[config.mk]
export PLATFORM = sky130hd
export DESIGN_NAME = substring_find_replace_top
export DESIGN_NICKNAME = d
export VERILOG_FILES = /design/src/rtl/sfr_pkg.sv /design/src/rtl/sfr_ctrl.sv /design/src/rtl/sfr_dp.sv /design/src/rtl/substring_find_replace_top.sv
export SDC_FILE = /design/constraint.sdc
export NUM_CORES = 1
export LEC_CHECK = 0
export BUFFER_PORTS_ARGS = -buffer_cell sky130_fd_sc_hd__buf_2
export CAP_MARGIN = 20
export CORE_MARGIN = 2
export CORE_UTILIZATION = 52
export DETAILED_ROUTE_END_ITERATION = 8
export PLACE_DENSITY = 0.78
export SLEW_MARGIN = 20
export SYNTH_ARGS = -nofsm -noshare
export SYNTH_HDL_FRONTEND = slang
export SYNTH_SLANG_ARGS = --single-unit
[constraint.sdc]
create_clock -name clk -period 9.1 [get_ports clk]
set_clock_uncertainty 0.1 [all_clocks]
set_input_delay 0.91 -clock clk [delete_from_list [all_inputs] [get_ports clk]]
set_output_delay 0.91 -clock clk [all_outputs]
set_load 0.03 [all_outputs]
[src/rtl/sfr_pkg.sv]
package sfr_pkg;

  localparam int MAX_PATTERN = 8;
  localparam int WIN_IDX_W   = $clog2(MAX_PATTERN);
  localparam int LEN_W       = 4;
  localparam int MAX_SUBST   = 8;
  localparam int CFG_DATA_W  = 64;
  localparam int CFG_ADDR_W  = 2;

  // Configuration register indexes
  localparam logic [CFG_ADDR_W-1:0] REG_PATTERN_LEN   = 2'd0;
  localparam logic [CFG_ADDR_W-1:0] REG_PATTERN_BYTES = 2'd1;
  localparam logic [CFG_ADDR_W-1:0] REG_SUBST_LEN     = 2'd2;
  localparam logic [CFG_ADDR_W-1:0] REG_SUBST_BYTES   = 2'd3;

  typedef enum logic [2:0] {
    ST_IDLE  = 3'b001,
    ST_SUBST = 3'b010,
    ST_FLUSH = 3'b100
  } state_t;

  // Source of the byte loaded into the output register
  typedef enum logic [2:0] {
    EM_NONE,
    EM_PASS,
    EM_MARK,
    EM_FLUSH,
    EM_SUBST
  } emit_sel_t;

  typedef struct packed {
    logic      step;
    emit_sel_t emit;
    logic      eot;
  } ctrl_cmd_t;

  typedef struct packed {
    logic full;
    logic match;
    logic slen_zero;
    logic rest_zero;
    logic fill_one;
    logic cnt_one;
    logic out_valid;
  } dp_status_t;

  // Zero counts as one; clamp at the window depth
  function automatic logic [LEN_W-1:0] eff_plen(input logic [LEN_W-1:0] v);
    logic [LEN_W-1:0] p;
    p = v;
    if (p == '0) p = LEN_W'(1);
    if (p > LEN_W'(MAX_PATTERN)) p = LEN_W'(MAX_PATTERN);
    return p;
  endfunction

  function automatic logic [LEN_W-1:0] eff_slen(input logic [LEN_W-1:0] v);
    logic [LEN_W-1:0] s;
    s = v;
    if (s > LEN_W'(MAX_SUBST)) s = LEN_W'(MAX_SUBST);
    return s;
  endfunction

endpackage

[src/rtl/sfr_ctrl.sv]
module sfr_ctrl (
  input  logic                clk,
  input  logic                rst_n,
  input  logic                in_tvalid,
  input  logic                in_tlast,
  output logic                in_tready,
  input  logic                out_tready,
  input  sfr_pkg::dp_status_t st,
  output sfr_pkg::ctrl_cmd_t  cmd
);

  sfr_pkg::state_t state_r, state_nxt;
  logic            tail_last_r, tail_last_nxt;
  logic            out_free;
  logic            accept;

  always_comb begin
    out_free      = !st.out_valid || out_tready;
    in_tready     = (state_r == sfr_pkg::ST_IDLE) && out_free;
    accept        = in_tvalid && in_tready;
    state_nxt     = state_r;
    tail_last_nxt = tail_last_r;
    cmd.step      = accept;
    cmd.emit      = sfr_pkg::EM_NONE;
    cmd.eot       = 1'b0;
    case (state_r)
      sfr_pkg::ST_IDLE: begin
        if (accept) begin
          if (st.full && st.match) begin
            if (!st.slen_zero) begin
              tail_last_nxt = in_tlast;
              state_nxt     = sfr_pkg::ST_SUBST;
            end else if (in_tlast) begin
              cmd.emit = sfr_pkg::EM_MARK;
              cmd.eot  = 1'b1;
            end
          end else if (st.full) begin
            cmd.emit = sfr_pkg::EM_PASS;
            cmd.eot  = in_tlast && st.rest_zero;
            if (in_tlast && !st.rest_zero) state_nxt = sfr_pkg::ST_FLUSH;
          end else if (in_tlast) begin
            state_nxt = sfr_pkg::ST_FLUSH;
          end
        end
      end
      sfr_pkg::ST_SUBST: begin
        if (out_free) begin
          cmd.emit = sfr_pkg::EM_SUBST;
          cmd.eot  = st.cnt_one && tail_last_r;
          if (st.cnt_one) state_nxt = sfr_pkg::ST_IDLE;
        end
      end
      sfr_pkg::ST_FLUSH: begin
        if (out_free) begin
          cmd.emit = sfr_pkg::EM_FLUSH;
          cmd.eot  = st.fill_one;
          if (st.fill_one) state_nxt = sfr_pkg::ST_IDLE;
        end
      end
      default: begin
        state_nxt = sfr_pkg::ST_IDLE;
      end
    endcase
  end

  always_ff @(posedge clk) begin
    if (!rst_n) begin
      state_r     <= sfr_pkg::ST_IDLE;
      tail_last_r <= 1'b0;
    end else begin
      state_r     <= state_nxt;
      tail_last_r <= tail_last_nxt;
    end
  end

endmodule

[src/rtl/sfr_dp.sv]
module sfr_dp (
  input  logic                                clk,
  input  logic                                rst_n,
  input  logic                                cfg_we,
  input  logic [sfr_pkg::CFG_ADDR_W-1:0]      cfg_addr,
  input  logic [sfr_pkg::CFG_DATA_W-1:0]      cfg_wdata,
  input  logic [7:0]                          in_byte,
  input  logic                                out_tready,
  input  sfr_pkg::ctrl_cmd_t                  cmd,
  output sfr_pkg::dp_status_t                 st,
  output logic                                out_valid,
  output logic [7:0]                          out_byte,
  output logic                                out_byte_valid,
  output logic                                out_eot
);

  localparam int N = sfr_pkg::MAX_PATTERN;
  localparam int LW = sfr_pkg::LEN_W;

  logic [LW-1:0]                    plen_r, plen_nxt;
  logic [LW-1:0]                    slen_r, slen_nxt;
  logic [sfr_pkg::CFG_DATA_W-1:0]   pat_r, pat_nxt;
  logic [sfr_pkg::CFG_DATA_W-1:0]   subst_r, subst_nxt;

  logic [7:0]                       win_r [N];
  logic [7:0]                       win_nxt [N];
  logic [7:0]                       wnext [N];
  logic [LW-1:0]                    fill_r, fill_nxt;
  logic [LW-1:0]                    fill_eff;
  logic [sfr_pkg::CFG_DATA_W-1:0]   sub_r, sub_nxt;
  logic [LW-1:0]                    cnt_r, cnt_nxt;

  logic                             ov_r, ov_nxt;
  logic [7:0]                       ob_r, ob_nxt;
  logic                             obv_r, obv_nxt;
  logic                             oeot_r, oeot_nxt;

  logic                             match;
  logic [LW-1:0]                    new_plen;

  // Window with the incoming byte placed at the fill position
  always_comb begin
    fill_eff = (fill_r >= plen_r) ? '0 : fill_r;
    for (int i = 0; i < N; i++) begin
      wnext[i] = (fill_eff[sfr_pkg::WIN_IDX_W-1:0] == sfr_pkg::WIN_IDX_W'(i)) ?
                 in_byte : win_r[i];
    end
    match = 1'b1;
    for (int i = 0; i < N; i++) begin
      if ((LW'(i) < plen_r) && (wnext[i] != pat_r[8*i +: 8])) match = 1'b0;
    end
  end

  always_comb begin
    st.full      = ((fill_eff + LW'(1)) == plen_r);
    st.match     = match;
    st.slen_zero = (slen_r == '0);
    st.rest_zero = (plen_r == LW'(1));
    st.fill_one  = (fill_r == LW'(1));
    st.cnt_one   = (cnt_r == LW'(1));
    st.out_valid = ov_r;
  end

  always_comb begin
    plen_nxt  = plen_r;
    slen_nxt  = slen_r;
    pat_nxt   = pat_r;
    subst_nxt = subst_r;
    fill_nxt  = fill_r;
    win_nxt   = win_r;
    sub_nxt   = sub_r;
    cnt_nxt   = cnt_r;
    new_plen  = sfr_pkg::eff_plen(cfg_wdata[LW-1:0]);

    if (cfg_we) begin
      case (cfg_addr)
        sfr_pkg::REG_PATTERN_LEN: begin
          plen_nxt = new_plen;
          // Drop held bytes once the window no longer fits under the new length
          if (new_plen <= fill_r) fill_nxt = '0;
        end
        sfr_pkg::REG_PATTERN_BYTES: pat_nxt   = cfg_wdata;
        sfr_pkg::REG_SUBST_LEN:     slen_nxt  = sfr_pkg::eff_slen(cfg_wdata[LW-1:0]);
        sfr_pkg::REG_SUBST_BYTES:   subst_nxt = cfg_wdata;
        default: begin
        end
      endcase
    end

    if (cmd.step) begin
      if (st.full && match) begin
        fill_nxt = '0;
        sub_nxt  = subst_r;
        cnt_nxt  = slen_r;
      end else if (st.full) begin
        for (int i = 0; i < N - 1; i++) win_nxt[i] = wnext[i+1];
        win_nxt[N-1] = wnext[N-1];
        fill_nxt     = plen_r - LW'(1);
      end else begin
        win_nxt  = wnext;
        fill_nxt = fill_eff + LW'(1);
      end
    end

    case (cmd.emit)
      sfr_pkg::EM_FLUSH: begin
        for (int i = 0; i < N - 1; i++) win_nxt[i] = win_r[i+1];
        fill_nxt = fill_r - LW'(1);
      end
      sfr_pkg::EM_SUBST: begin
        sub_nxt = sub_r >> 8;
        cnt_nxt = cnt_r - LW'(1);
      end
      default: begin
      end
    endcase
  end

  // Output register
  always_comb begin
    ov_nxt   = ov_r && !out_tready;
    ob_nxt   = ob_r;
    obv_nxt  = obv_r;
    oeot_nxt = oeot_r;
    case (cmd.emit)
      sfr_pkg::EM_PASS: begin
        ov_nxt = 1'b1; ob_nxt = wnext[0]; obv_nxt = 1'b1; oeot_nxt = cmd.eot;
      end
      sfr_pkg::EM_MARK: begin
        ov_nxt = 1'b1; ob_nxt = '0; obv_nxt = 1'b0; oeot_nxt = cmd.eot;
      end
      sfr_pkg::EM_FLUSH: begin
        ov_nxt = 1'b1; ob_nxt = win_r[0]; obv_nxt = 1'b1; oeot_nxt = cmd.eot;
      end
      sfr_pkg::EM_SUBST: begin
        ov_nxt = 1'b1; ob_nxt = sub_r[7:0]; obv_nxt = 1'b1; oeot_nxt = cmd.eot;
      end
      default: begin
      end
    endcase
  end

  always_ff @(posedge clk) begin
    if (!rst_n) begin
      plen_r  <= LW'(1);
      slen_r  <= '0;
      pat_r   <= '0;
      subst_r <= '0;
      fill_r  <= '0;
      cnt_r   <= '0;
      ov_r    <= 1'b0;
    end else begin
      plen_r  <= plen_nxt;
      slen_r  <= slen_nxt;
      pat_r   <= pat_nxt;
      subst_r <= subst_nxt;
      fill_r  <= fill_nxt;
      cnt_r   <= cnt_nxt;
      ov_r    <= ov_nxt;
    end
  end

  always_ff @(posedge clk) begin
    win_r  <= win_nxt;
    sub_r  <= sub_nxt;
    ob_r   <= ob_nxt;
    obv_r  <= obv_nxt;
    oeot_r <= oeot_nxt;
  end

  assign out_valid      = ov_r;
  assign out_byte       = ob_r;
  assign out_byte_valid = obv_r;
  assign out_eot        = oeot_r;

endmodule

[src/rtl/substring_find_replace_top.sv]
// Stream substring find-and-replace. Bytes arrive one per transaction on the
// in_ channel (in_tlast marks the final byte of a text) and leave on the out_
// channel with every non-overlapping match of the configured pattern (1 to 8
// bytes) replaced by the replacement text (0 to 8 bytes). Up to pattern
// length minus one undecided bytes are held in a small window. Rate: a byte
// that completes no match, or that pushes one unmatched byte out, is taken
// as soon as the output register is free, so plain text streams at one byte
// per cycle while out_tready stays high. A match holds the input off while
// the replacement leaves through the single output register one byte a
// cycle while out_tready allows. A last byte sends each held byte in the
// flush. When the last byte leaves nothing to send (it finished a match with
// an empty replacement), a single result with out_tuser low and out_tlast
// high marks the end. Write configuration only while the block is idle; a
// new pattern length no greater than the held byte count drops the window.
module substring_find_replace_top (
  input  logic                               clk,
  input  logic                               rst_n,
  // Configuration write port
  input  logic                               cfg_we,
  input  logic [sfr_pkg::CFG_ADDR_W-1:0]     cfg_addr,
  input  logic [sfr_pkg::CFG_DATA_W-1:0]     cfg_wdata,
  // Input stream
  input  logic                               in_tvalid,
  output logic                               in_tready,
  input  logic [7:0]                         in_tdata,   // [7:0] in_byte
  input  logic                               in_tlast,   // is_last
  // Result stream
  output logic                               out_tvalid,
  input  logic                               out_tready,
  output logic [7:0]                         out_tdata,  // [7:0] out_byte
  output logic                               out_tuser,  // [0] byte_valid
  output logic                               out_tlast   // end_of_text
);

  sfr_pkg::ctrl_cmd_t  cmd;
  sfr_pkg::dp_status_t st;

  // Sequence the emission of pass, flush, replacement and end-marker results
  sfr_ctrl u_ctrl (
    .clk        (clk),
    .rst_n      (rst_n),
    .in_tvalid  (in_tvalid),
    .in_tlast   (in_tlast),
    .in_tready  (in_tready),
    .out_tready (out_tready),
    .st         (st),
    .cmd        (cmd)
  );

  // Hold the window, the configuration and the output register
  sfr_dp u_dp (
    .clk            (clk),
    .rst_n          (rst_n),
    .cfg_we         (cfg_we),
    .cfg_addr       (cfg_addr),
    .cfg_wdata      (cfg_wdata),
    .in_byte        (in_tdata),
    .out_tready     (out_tready),
    .cmd            (cmd),
    .st             (st),
    .out_valid      (out_tvalid),
    .out_byte       (out_tdata),
    .out_byte_valid (out_tuser),
    .out_eot        (out_tlast)
  );

endmodule

==> summary.md <==
| Metric | Value |
|---|---|
| Final ANT Viol Nets | 0 |
| Worst-path cell chain | ha_1 -> o211a_1 -> nand2_1 -> nand3_1 -> inv_1 -> ha_1 -> o2111ai_1 -> buf_4 -> nor4_1 -> nand3_1 -> a31oi_1 -> o22ai_1 -> nor2_1 -> nand4_1 -> buf_4 -> nand2_2 -> buf_4 |
| Cts hold-fix bufs | 0 |
| Startpoint types | flop |
| Die width | ~170 um |
| CTS clk-pin slew, worst paths | 0.06 ns |
| WP data required | about 9.2 ns |
| Worst rel slew slack | between 40% and 50% |
| Synth warn | 0 |
| Compound-Gate Fraction of Synth Area | around 15% |
| Critical Path End | u_dp.sub_r[40]$_DFFE_PP_ |
| Setup TNS | 0 ns |
| Slew @ Worst Pin | between 0.8 and 0.9 ns |
| Top sig layer | met4 |
| Worst setup startpoint | u_dp.fill_r[2]$_SDFFE_PN0P_ |
| Most frequent cell after synthesis | nand2_1 |
| M1 WL | between 15 and 20 mm |
| Post-synthesis sequential area ratio | 49.3% |
| Family with the most delay on the worst path | simple AND/OR/NAND/NOR gates |
| # setup viols final | 0 |
| Max Fanout on Critical Path | between 50 and 60 |
| Number of vias per cell | 5.99 |
| Avg WL per Cell | 19.7 um |
| Maximum VDD drop | ~0.19 mV |
| Synth Flop Type | dfxtp_1 |
| Final Slew Violations | 0 |
| Period utilization | 63.4% |
| Setup bufs post-CTS | 0 |
| Met2 routed WL | around 19 mm |
| Int Pwr | 2.75 mW |
| Vias in the first global route | between 10,000 and 15,000 |
| Reg-to-reg slack, setup | between 3 and 4 ns |
| Hold Crit Depth | 2 |
| Routed WL | between 30 and 40 mm |
| IO Pins | between 90 and 100 |
| CTS tree | done |
| Clock power share | roughly 32% |
| Worst min-delay path class | flop to flop |
| Top cells by count, synth | nand2_1 (578), dfxtp_1 (157), a21oi_1 (146), edfxtp_1 (130), clkbuf_1 (87) |
| RSZ-0062 raised after global routing | false |
| WL met3 | 2.72 mm |
| FFs w/ async S/R, synth | 0% |
| Yosys top cell by area | edfxtp_1 |
| CTS sink count | between 200 and 300 |
| Final core area utilization | roughly three fifths |
| Maxcap violations | 0 |
| Post-Synth Adder-Cell Area | under 10% |
| Switch share | 32.9% |
| GRT overflow | 0 |
| Logic pwr share | about a quarter |
| Hold slack final | 0.355 ns |
| Largest net degree at the start of global routing | 77 |
| Critical path depth | 17 |
| Starting Density | a little over half |
| P per Cell Area | ~260 nW/um^2 |
| Yosys reg bits | roughly 290 |
| P_leak | between 6 and 7 nW |
| Switching pwr | approximately 1.3 mW |
| Mapped cell area | around 14,000 um^2 |
| RR Startpoint | u_dp.fill_r[2]$_SDFFE_PN0P_ |
| Synth area leaders | edfxtp_1 (27%), dfxtp_1 (22%), nand2_1 (15%) |
| Fin. Hold Viols | 0 |
| Mean Syn Cell Area | roughly 9 um^2 |
| RR Endpoint | u_dp.sub_r[40]$_DFFE_PP_ |
| Post-synth net total | ~1,700 |
| N_diodes | 0 |
| Clock latency on the worst-skew pair | roughly 0.56 ns |
| Via count | around 12,000 |
| Total GRT Usage | roughly 27% |
| Crit Path Class | flop to flop |
| Largest family of logic cells by synthesized area | simple AND/OR/NAND/NOR gates |
| WP data arrival | 5.86 ns |
| Critical Path Slowest Stage Cell | dfxtp_1 |
| Dpl hpwl | between 20 and 30 mm |
| Number of cell rows | 60 |
| CTS Buffer Depth | 3 |
| Post-layout min period | 5.77 ns |
| Netlist cell types | 64 |
| P&R area growth vs syn | 11.8% |
| CP bufs+invs | 4 |
| H-tree Lvls | 1 |
| Cts bufs inserted | 29 |
| Yosys top cell area share | ~27% |
| Most frequent CP cell | buf_4 |
| 1st-iter DRT viols | 1,267 |
| Drt pass-1 iters | 7 |
| Setup crit end kind | flop |
| Post-cts repair resize count | 0 |
| Port buffer count | slightly above 90 |
| EDFF count, synth | 130 |
| Layout cells sized above 1 | between 10% and 20% |
| Layout net count | between 1,500 and 2,000 |
| Status | completed |
| Max Clk Rate | roughly 170 MHz |
| Critical Path Max Stage Delay | approximately 0.86 ns |
| Post-Syn Instances | roughly 1,600 |
| Simple-Gate Fraction of Synth Area | between 20% and 30% |
| DR DRC count | 0 |
| Initial antenna violation count | 0 |
| Root Buffer | clkbuf_16 |
| Worst reg2reg path depth | 17 |
| Post-Synth XOR/XNOR Area | between 5 and 6% |
| Die height | around 170 um |
| Sequential Power Share | ~41% |
| Core area | 27,000 um^2 |
| Mux cell area share after synthesis | under 10% |
| Die area | 28,800 um^2 |
| Routability cong. | about 0.93 |
| First-pass GRT wire length | roughly 62 mm |
-- power groups by stage --
stage          Clock [mW]  Combinational (mW)  Sequential, mW
2_1_floorplan           0               0.786            1.68
3_3_place_gp            0                1.04            1.70
3_5_place_dp            0                1.06            1.70
4_1_cts              1.34                1.08            1.67
5_1_grt              1.39                1.19            1.69
6_report             1.33                1.09            1.68
-- kinds of logic after synthesis --
logic type | count (synthesis)
adders and majority gates | 21
muxes | 60
and+or+nand+nor | 718
xor gates and xnor gates | 86
buffers and inverters | 140
AOI/OAI and AO/OA | 307
DFF | 287
-- flip-flops by register name (all words and copies together) (netlist names) --
name / count
u_ctrl.state_r: 3
u_ctrl.tail_last_r: 1
u_dp.cnt_r: 4
u_dp.fill_r: 4
u_dp.out_byte: 8
u_dp.out_byte_valid: 1
u_dp.out_eot: 1
u_dp.out_valid: 1
u_dp.pat_r: 64
u_dp.plen_r: 4
u_dp.slen_r: 4
u_dp.sub_r: 64
u_dp.subst_r: 64
u_dp.win_r: 64
-- metrics by stage --
step                cell area, um^2  setup WS, ns  power [mW]  instances
global route                  16000          2.92        4.28       2006
global placement              14900          3.61        2.74       1952
floorplan                     14300          3.19        2.47       1619
CTS                           16000          3.33        4.09       2006
detailed placement            14900          3.36        2.76       1952
finish                        16000          3.33        4.10       2006
-- how the worst min path moves through the flow --
| stage | startpoint | endpoint | slack (ns) |
|---|---|---|---|
| floorplan | u_dp.subst_r[56]$_SDFFE_PN0P_ | u_dp.subst_r[56]$_SDFFE_PN0P_ | 0.34 |
| global placement | u_dp.subst_r[61]$_SDFFE_PN0P_ | u_dp.subst_r[61]$_SDFFE_PN0P_ | 0.34 |
| detailed placement | u_dp.subst_r[58]$_SDFFE_PN0P_ | u_dp.subst_r[58]$_SDFFE_PN0P_ | 0.35 |
| CTS | u_dp.subst_r[58]$_SDFFE_PN0P_ | u_dp.subst_r[58]$_SDFFE_PN0P_ | 0.35 |
| global route | u_dp.subst_r[48]$_SDFFE_PN0P_ | u_dp.subst_r[48]$_SDFFE_PN0P_ | 0.37 |
| finish | u_dp.subst_r[56]$_SDFFE_PN0P_ | u_dp.subst_r[56]$_SDFFE_PN0P_ | 0.35 |
-- cells in the final DEF, fill, tap and decap left out, drive strengths merged, types with 6 or more instances in the layout --
cell / n
a211oi: 16
a21oi: 146
a22oi: 9
a311oi: 16
a32o: 54
and2: 9
buf: 108
clkbuf: 45
clkinv: 6
dfxtp: 157
edfxtp: 130
ha: 21
inv: 26
mux2i: 59
nand2: 578
nand3: 10
nand4: 15
nor2: 45
nor2b: 24
nor3: 8
nor4: 10
o2111ai: 6
o21ai: 25
o22ai: 6
xnor2: 38
xor2: 48
-- routing by layer --
| metal | track usage (%) | vias up |
|---|---|---|
| li1 | - | 5627 |
| met1 | 35.7 | 5727 |
| met2 | 46.0 | 540 |
| met3 | 3.53 | 112 |
| met4 | 10.7 | 0 |
| met5 | 0 | - |
-- layout make-up --
type,instances,area (um^2)
inverter,24,92.6
tap,341,427
multi-input combinational,1192,6730
clock inverter,9,90.1
sequential,287,7050
fill,2320,11000
timing repair buffer,108,583
clock buffer,45,1030
-- worst reg2reg max path: stages (launching register included) --
cell and delay, ns:
dfxtp_1 0.86, ha_1 0.39, o211a_1 0.33, nand2_1 0.14, nand3_1 0.14, inv_1 0.19
ha_1 0.53, o2111ai_1 0.20, buf_4 0.25, nor4_1 0.37, nand3_1 0.14, a31oi_1 0.20
o22ai_1 0.12, nor2_1 0.29, nand4_1 0.14, buf_4 0.25, nand2_2 0.11, buf_4 0.62
(Power assumes the default switching activity.)
